## src/hdl/p1_telegram_crc_receiver_defines.svh

```systemverilog
// Assertion macros for the P1 telegram CRC receiver.
// Used by the top level; expects clk and arst_n in scope.
`ifndef P1_TELEGRAM_CRC_RECEIVER_DEFINES_SVH
`define P1_TELEGRAM_CRC_RECEIVER_DEFINES_SVH

// Same-cycle implication, disabled during reset
`define P1CRC_ASSERT_NOW(lbl, ante, cons) \
	lbl: assert property (@(posedge clk) disable iff (!arst_n) (ante) |-> (cons)) \
		else $error("p1crc check failed");

// Next-cycle implication, disabled during reset
`define P1CRC_ASSERT_NEXT(lbl, ante, cons) \
	lbl: assert property (@(posedge clk) disable iff (!arst_n) (ante) |=> (cons)) \
		else $error("p1crc check failed");

`endif

```

## src/hdl/p1crc_pkg.sv

```systemverilog
// Shared types, constants and byte functions of the P1 telegram CRC receiver.
// No dependencies.
`default_nettype none

package p1crc_pkg;

	localparam int CNT_W = 12;

	localparam logic [15:0] CRC_POLY    = 16'hA001;
	localparam logic [7:0]  SOF_CHAR    = 8'h2F;   // '/'
	localparam logic [7:0]  EOT_CHAR    = 8'h21;   // '!'
	localparam logic [2:0]  CAPTURE_LEN = 3'd4;    // hex digits after '!'

	// One result transaction
	typedef struct packed {
		logic             crc_ok;
		logic [15:0]      computed_crc;
		logic [15:0]      received_crc;
		logic [CNT_W-1:0] frame_length;
		logic             short_frame;
		logic             overflow;
		logic             bad_hex;
	} result_t;

	// Handshake between the frame logic and the stages around it
	typedef struct packed {
		logic go;     // the staged byte is consumed this cycle
		logic emit;   // the staged byte completes a telegram
	} step_ctl_t;

	// CRC-16/ARC update over one byte (reflected, LSB first)
	function automatic logic [15:0] crc_byte(input logic [15:0] crc, input logic [7:0] b);
		logic [15:0] c;
		c = crc ^ {8'h00, b};
		for (int k = 0; k < 8; k++) begin
			if (c[0])
				c = (c >> 1) ^ CRC_POLY;
			else
				c = c >> 1;
		end
		return c;
	endfunction

	// Upper-case hex digit decode: bit 4 set means not a hex digit
	function automatic logic [4:0] hex_value(input logic [7:0] b);
		logic [4:0] v;
		if (b >= 8'h30 && b <= 8'h39)
			v = {1'b0, 4'(b - 8'h30)};
		else if (b >= 8'h41 && b <= 8'h46)
			v = {1'b0, 4'(b - 8'h41 + 8'd10)};
		else
			v = 5'h10;
		return v;
	endfunction

endpackage

`default_nettype wire

```

## src/hdl/p1_telegram_crc_receiver.sv

```systemverilog
// P1 telegram CRC receiver. Takes one byte per cycle, sustained, as long as
// results are taken; each byte is held in an input register and the telegram
// update loads the result register from that register, so a result is
// presented once the last CRC character has moved on. The per-cycle
// work is one byte-wide CRC-16/ARC update plus the framing and hex-capture logic.
// A '/' always opens a new telegram; bytes outside a telegram are ignored. One
// result transaction follows the fourth character after '!', carrying both CRCs,
// the length (saturating at MAX_LEN, capped at 4095) and the short, overflow and
// bad-hex flags. A completing byte holds in the input register while the
// result register is still stalled.
`default_nettype none
`include "p1_telegram_crc_receiver_defines.svh"

module p1_telegram_crc_receiver #(
	parameter int MAX_LEN = 2048,
	parameter int MIN_LEN = 10
) (
	input  wire logic        clk,
	input  wire logic        arst_n,
	input  wire logic        in_valid,
	output logic             in_stall,
	input  wire logic [7:0]  rx_byte,
	output logic             out_valid,
	input  wire logic        out_stall,
	output logic             crc_ok,
	output logic [15:0]      computed_crc,
	output logic [15:0]      received_crc,
	output logic [11:0]      frame_length,
	output logic             short_frame,
	output logic             overflow,
	output logic             bad_hex
);
	import p1crc_pkg::*;

	localparam int LenLimitInt = (MAX_LEN > 4095) ? 4095 : MAX_LEN;
	localparam logic [CNT_W-1:0] LEN_LIMIT = CNT_W'(LenLimitInt);

	step_ctl_t  ctl;
	result_t    result;
	result_t    res_q;
	logic       valid_s1;
	logic [7:0] byte_s1;
	logic       out_free;
	logic       ok_clean;
	logic       zeroed;

	p1crc_in_stage u_in (
		.clk      (clk),
		.arst_n   (arst_n),
		.in_valid (in_valid),
		.in_stall (in_stall),
		.rx_byte  (rx_byte),
		.ctl      (ctl),
		.valid_s1 (valid_s1),
		.byte_s1  (byte_s1)
	);

	p1crc_frame #(
		.MAX_LEN (MAX_LEN),
		.MIN_LEN (MIN_LEN)
	) u_frame (
		.clk      (clk),
		.arst_n   (arst_n),
		.valid_s1 (valid_s1),
		.byte_s1  (byte_s1),
		.out_free (out_free),
		.ctl      (ctl),
		.result   (result)
	);

	p1crc_out_reg u_out (
		.clk       (clk),
		.arst_n    (arst_n),
		.ctl       (ctl),
		.result    (result),
		.out_stall (out_stall),
		.out_free  (out_free),
		.out_valid (out_valid),
		.res_q     (res_q)
	);

	// Drive the result ports
	assign crc_ok       = res_q.crc_ok;
	assign computed_crc = res_q.computed_crc;
	assign received_crc = res_q.received_crc;
	assign frame_length = res_q.frame_length;
	assign short_frame  = res_q.short_frame;
	assign overflow     = res_q.overflow;
	assign bad_hex      = res_q.bad_hex;

	// Result consistency terms for the checks
	assign ok_clean = !short_frame && !overflow && !bad_hex && (computed_crc == received_crc);
	assign zeroed   = (!short_frame || computed_crc == 16'h0000) &&
	                  (!bad_hex || received_crc == 16'h0000);

	// Checks
	`P1CRC_ASSERT_NOW(a_ok_clean, out_valid && crc_ok, ok_clean)
	`P1CRC_ASSERT_NOW(a_zeroed, out_valid, zeroed)
	`P1CRC_ASSERT_NOW(a_len_cap, out_valid, frame_length <= LEN_LIMIT)
	`P1CRC_ASSERT_NOW(a_stall_held, in_stall, valid_s1 && ctl.emit)

endmodule

`default_nettype wire

```

## src/hdl/p1crc_in_stage.sv

```systemverilog
// Input register of the P1 telegram CRC receiver: holds one received byte.
// Depends on p1crc_pkg.
`default_nettype none

module p1crc_in_stage (
	input  wire logic                 clk,
	input  wire logic                 arst_n,
	input  wire logic                 in_valid,
	output logic                      in_stall,
	input  wire logic [7:0]           rx_byte,
	input  wire p1crc_pkg::step_ctl_t ctl,
	output logic                      valid_s1,
	output logic [7:0]                byte_s1
);
	import p1crc_pkg::*;

	logic take;

	// Stall only while a held byte cannot move on
	assign in_stall = valid_s1 && !ctl.go;
	assign take     = in_valid && !in_stall;

	// Hold the valid flag
	always_ff @(posedge clk or negedge arst_n) begin
		if (!arst_n) begin
			valid_s1 <= 1'b0;
		end else if (take) begin
			valid_s1 <= 1'b1;
		end else if (ctl.go) begin
			valid_s1 <= 1'b0;
		end
	end

	// Capture the byte
	always_ff @(posedge clk) begin
		if (take) begin
			byte_s1 <= rx_byte;
		end
	end

endmodule

`default_nettype wire

```

## src/hdl/p1crc_frame.sv

```systemverilog
// Telegram state and per-byte update: framing, length count, CRC, hex capture.
// Depends on p1crc_pkg.
`default_nettype none

module p1crc_frame #(
	parameter int MAX_LEN = 2048,
	parameter int MIN_LEN = 10
) (
	input  wire logic                 clk,
	input  wire logic                 arst_n,
	input  wire logic                 valid_s1,
	input  wire logic [7:0]           byte_s1,
	input  wire logic                 out_free,
	output p1crc_pkg::step_ctl_t      ctl,
	output p1crc_pkg::result_t        result
);
	import p1crc_pkg::*;

	localparam int LenLimitInt = (MAX_LEN > 4095) ? 4095 : MAX_LEN;
	localparam logic [CNT_W-1:0] LEN_LIMIT = CNT_W'(LenLimitInt);
	localparam logic [CNT_W-1:0] MIN_CNT   = CNT_W'(MIN_LEN);

	logic             in_frame_q,   in_frame_d;
	logic [CNT_W-1:0] count_q,      count_d;
	logic [15:0]      crc_q,        crc_d;
	logic             frozen_q,     frozen_d;
	logic [2:0]       cap_q,        cap_d;
	logic [15:0]      recv_q,       recv_d;
	logic             hexerr_q,     hexerr_d;
	logic             ovf_q,        ovf_d;
	logic             emit;
	logic [4:0]       digit;
	logic             is_short;

	assign digit = hex_value(byte_s1);

	// Next state for the staged byte
	always_comb begin
		in_frame_d = in_frame_q;
		count_d    = count_q;
		crc_d      = crc_q;
		frozen_d   = frozen_q;
		cap_d      = cap_q;
		recv_d     = recv_q;
		hexerr_d   = hexerr_q;
		ovf_d      = ovf_q;
		emit       = 1'b0;
		if (byte_s1 == SOF_CHAR) begin
			// open a new telegram, drop any in progress
			in_frame_d = 1'b1;
			count_d    = CNT_W'(1);
			crc_d      = crc_byte(16'h0000, byte_s1);
			frozen_d   = 1'b0;
			cap_d      = 3'd0;
			recv_d     = 16'h0000;
			hexerr_d   = 1'b0;
			ovf_d      = 1'b0;
		end else if (in_frame_q) begin
			if (count_q < LEN_LIMIT)
				count_d = count_q + CNT_W'(1);
			else
				ovf_d = 1'b1;
			if (!frozen_q) begin
				crc_d = crc_byte(crc_q, byte_s1);
				if (byte_s1 == EOT_CHAR) begin
					frozen_d = 1'b1;
					cap_d    = CAPTURE_LEN;
				end
			end else if (cap_q == 3'd0) begin
				in_frame_d = 1'b0;
			end else begin
				if (!digit[4])
					recv_d = {recv_q[11:0], digit[3:0]};
				else
					hexerr_d = 1'b1;
				cap_d = cap_q - 3'd1;
				if (cap_q == 3'd1) begin
					in_frame_d = 1'b0;
					emit       = 1'b1;
				end
			end
		end
	end

	// Result fields from the updated state
	always_comb begin
		is_short            = (count_d <= MIN_CNT);
		result.computed_crc = is_short ? 16'h0000 : crc_d;
		result.received_crc = hexerr_d ? 16'h0000 : recv_d;
		result.frame_length = count_d;
		result.short_frame  = is_short;
		result.overflow     = ovf_d;
		result.bad_hex      = hexerr_d;
		result.crc_ok       = !is_short && !ovf_d && !hexerr_d &&
		                      (result.computed_crc == result.received_crc);
	end

	// A completing byte waits for a free result slot
	assign ctl.emit = valid_s1 && emit;
	assign ctl.go   = valid_s1 && (!emit || out_free);

	// Advance the telegram state
	always_ff @(posedge clk or negedge arst_n) begin
		if (!arst_n) begin
			in_frame_q <= 1'b0;
			count_q    <= '0;
			crc_q      <= '0;
			frozen_q   <= 1'b0;
			cap_q      <= '0;
			recv_q     <= '0;
			hexerr_q   <= 1'b0;
			ovf_q      <= 1'b0;
		end else if (ctl.go) begin
			in_frame_q <= in_frame_d;
			count_q    <= count_d;
			crc_q      <= crc_d;
			frozen_q   <= frozen_d;
			cap_q      <= cap_d;
			recv_q     <= recv_d;
			hexerr_q   <= hexerr_d;
			ovf_q      <= ovf_d;
		end
	end

endmodule

`default_nettype wire

```

## src/hdl/p1crc_out_reg.sv

```systemverilog
// Result register of the P1 telegram CRC receiver.
// Depends on p1crc_pkg.
`default_nettype none

module p1crc_out_reg (
	input  wire logic                 clk,
	input  wire logic                 arst_n,
	input  wire p1crc_pkg::step_ctl_t ctl,
	input  wire p1crc_pkg::result_t   result,
	input  wire logic                 out_stall,
	output logic                      out_free,
	output logic                      out_valid,
	output p1crc_pkg::result_t        res_q
);
	import p1crc_pkg::*;

	logic load;

	assign out_free = !out_valid || !out_stall;
	assign load     = ctl.go && ctl.emit;

	// Hold a stalled transaction, otherwise take the new one
	always_ff @(posedge clk or negedge arst_n) begin
		if (!arst_n) begin
			out_valid <= 1'b0;
		end else if (out_free) begin
			out_valid <= load;
		end
	end

	always_ff @(posedge clk) begin
		if (load) begin
			res_q <= result;
		end
	end

endmodule

`default_nettype wire
```

## config.mk

```make
export PLATFORM = sky130hd
export DESIGN_NAME = p1_telegram_crc_receiver
export DESIGN_NICKNAME = d
export VERILOG_FILES = /design/src/hdl/p1crc_pkg.sv /design/src/hdl/p1_telegram_crc_receiver.sv /design/src/hdl/p1crc_in_stage.sv /design/src/hdl/p1crc_frame.sv /design/src/hdl/p1crc_out_reg.sv
export VERILOG_INCLUDE_DIRS = /design/src /design/src/hdl
export SDC_FILE = /design/constraint.sdc
export NUM_CORES = 1
export LEC_CHECK = 0
export BUFFER_PORTS_ARGS = -buffer_cell sky130_fd_sc_hd__buf_2
export CORE_MARGIN = 2
export CORE_UTILIZATION = 50
export CTS_CLUSTER_DIAMETER = 50
export DETAILED_ROUTE_END_ITERATION = 10
export PLACE_DENSITY = 0.77
export SYNTH_ARGS = -nofsm -noshare
export SYNTH_HDL_FRONTEND = slang
export SYNTH_SLANG_ARGS = --single-unit
export TNS_END_PERCENT = 100
```

## constraint.sdc

```tcl
create_clock -name clk -period 4.4 [get_ports clk]
set_input_delay 0.44 -clock clk [delete_from_list [all_inputs] [get_ports clk]]
set_output_delay 0.44 -clock clk [all_outputs]
set_load 0.02 [all_outputs]
```

==> flow_summary.toml <==
[synth]
ys_warn_count = 0
synth_cell_types = 82
synth_xor_area_frac = 0.0647
synthAdderAreaFrac = 0.0452
netlist_area_mm2 = 0.00609
synth.top_cell.area_share = 0.276
ys_seq_elements = 109
ys.flop_type = "edfxtp_1"
synth-edff-count = 56
yosysSeqAreaShare = 0.494
yosysTopAreaCell = "edfxtp_1"
yosys-top-cells-area = "edfxtp_1 28%, dfrtp_1 22%, nand2_1 4.6%"
synthCells = 578
synth.most_common_cell = "nand2_1"
synth-compound-area-share = 0.179
syn-num-nets = 612
synth-simple-area-share = 0.162
syn_avg_cell_area_um2 = 10.5
postSynth.asyncResetShare = 0.486
yosys-top-cells-count = "75 x nand2_1, 56 x edfxtp_1, 53 x dfrtp_1"
synth_top_family_by_area = "compound AO/OA/AOI/OAI gates"
muxShareOfSynthArea = 0.0191

[cts]
htreeDepth = 3
cts_tree = "yes"
clk_latency_ns = 0.36
root_buffer = "clkbuf_16"
cts.sinks = 109
post_cts_resized = 0
cts-buffers-inserted = 9
cts_buffer_depth = 2
clk_pin_slew_ns = 0.07
cts_setup_buffers = 0
ctsHoldBuffers = 0

[critical_path]
crit_path_max_fanout = 14
path_class = "register to register"
endpoint_kind = "register"
crit_end = "u_out.res_q[47]"
r2r_slack_ns = 0.87
r2r_cells = 11
required_ns = 4.59
cp-start-kind = "register"
r2r_end = "u_out.res_q[47]"
startpoint = "u_in.byte_s1[6]"
r2r_start = "u_in.byte_s1[6]"
arrival_ns = 3.72

[place]
hpwlAfterDp_mm = 10.7
io_buffers = 61
gp_congestion = 0.901
dp_cells = 769

[routing]
first_iter_violations = 540
drt_wl_total_mm = 14.6
via_per_inst = 6.01
ant_nets = 0
vias = 4721
wl_per_cell_um = 18.6
drc = 0
first_pass_iters = 5

[finish]
diodes = 0
layout-drive-gt1-share = 0.180
nets = 667
finalCoreUtilization = 0.571
final_cells = 785
area_growth_pct = 12.1

[global_route]
grt_pass1_wl_mm = 23.0
grt-ovfl-total = 0
grt_max_degree = 54
grt_pass1_vias = 4422
track_usage = 0.229
antenna_found_initial = 0

[timing]
rsz0062_at_grt = "no"
fmax_mhz = 283
report.final.slew_viol_count = 0
worst_slew_pin_slew_ns = 1.00
finalSetupViolCount = 0
max_slew_margin = 0.328
clock_skew_ns = 0.0128
fin_setup_tns_ns = 0
period_share = 0.802
fin_crit_ns = 3.53
hold_violations = 0

[die]
start_util = 0.509
die_h_um = 114
die_area_mm2 = 0.0131
core_mm2 = 0.0120
die_w_um = 114
ios = 62
rows = 40

[power_and_ir_drop]
leakagePower_nw = 2.86
powerDensity_mw_per_mm2 = 680
finalPower_mw = 4.64
peakVddDrop_mv = 0.417

[status]
status = "completed"

[run]
cap_violations = 0

[worst_hold_path]
hp-class = "primary input to asynchronous set/reset pin"
-- through the flow --
| step | instance area [µm²] | worst slack, ns | hold WS (ns) |
|---|---|---|---|
| floorplan | 6090 | 0.868 | 0.144 |
| global placement | 6520 | 1.12 | 0.450 |
| detailed placement | 6520 | 0.971 | 0.459 |
| CTS | 6830 | 0.939 | 0.246 |
| global route | 6830 | 0.580 | 0.242 |
| finish | 6830 | 0.870 | 0.220 |
-- critical path, stage by stage, from the launching register on --
cell and delay, ns:
edfxtp_1 0.50, inv_1 0.13, ha_1 0.23, nand4_1 0.45, buf_4 0.38, nand2b_1 0.22
nor2_1 0.20, a22o_1 0.30, a2111oi_4 0.34, and4b_1 0.23, o211ai_1 0.10, nor4_2 0.26
-- worst min-delay path by stage --
| stage | from | to | slack (ns) | cells past startpoint |
|---|---|---|---|---|
| floorplan | arst_n | u_frame.cap_q[0] | 0.14 | 0 |
| global placement | u_frame.cap_q[1] | u_frame.cap_q[1] | 0.45 | 2 |
| detailed placement | u_frame.cap_q[1] | u_frame.cap_q[1] | 0.46 | 2 |
| CTS | arst_n | u_frame.crc_q[14] | 0.25 | 2 |
| global route | rx_byte[4] | u_in.byte_s1[4] | 0.24 | 1 |
| finish | arst_n | u_frame.count_q[4] | 0.22 | 2 |
-- power breakdown --
part / switching [mW] / internal, mW / leakage (nW)
sequential: 0.190 / 1.27 / 1.18
clock: 0.360 / 0.498 / 0.152
combinational: 1.41 / 0.922 / 1.53
total: 1.96 / 2.69 / 2.86
-- state kept, by name, indices dropped and copies added (netlist names) --
register / cells
u_frame.hexerr_q: 1
u_frame.cap_q: 3
u_frame.count_q: 12
u_frame.recv_q: 16
u_frame.frozen_q: 1
u_out.out_valid: 1
u_frame.in_frame_q: 1
u_in.valid_s1: 1
u_frame.crc_q: 16
u_in.byte_s1: 8
u_frame.ovf_q: 1
u_out.res_q: 48
-- metal layers --
metal  vias up  global-route usage  wire length (µm)
li1       2200                   -                 -
met1      2248               0.317              6160
met2       234               0.351              6810
met3        39              0.0503              1170
met4         0              0.0911               439
met5         -                   0                 0
-- logic make-up (layout without fill, tap and decap cells) --
group                    Yosys count  in the layout
flip-flops                       109            109
XOR/XNOR                          39             39
multiplexers                      11             11
buffers and inverters             51            111
AO/OA/AOI/OAI                    152            152
adder cells (fa/ha/maj)           22             22
AND/OR/NAND/NOR                  194            194
-- cell type report --
cell class | instances | area (µm²)
Multi-Input combinational cell | 418 | 2870
Tap cell | 147 | 184
Fill cell | 1028 | 5130
Inverter | 28 | 108
Sequential cell | 109 | 3010
Clock buffer | 10 | 229
Timing Repair Buffer | 67 | 350
Clock inverter | 6 | 85.1
-- placed cells by master, fill, tap and decap left out, types with 5 or more instances in the layout --
cell type	count
nand2b_1	6
xnor2_2	5
nor2b_1	7
ha_1	22
inv_1	26
clkbuf_16	9
a22o_1	22
nand3_1	10
buf_2	61
nor3_1	5
nor2_1	42
buf_4	6
o21ai_0	41
edfxtp_1	56
a21oi_1	29
mux2i_1	8
nand2_1	75
o211ai_1	5
xnor2_1	25
nor4_1	5
o21ai_1	5
dfrtp_1	53
and2_1	5
xor2_1	8
No activity file was read; power rests on OpenSTA's default activity.
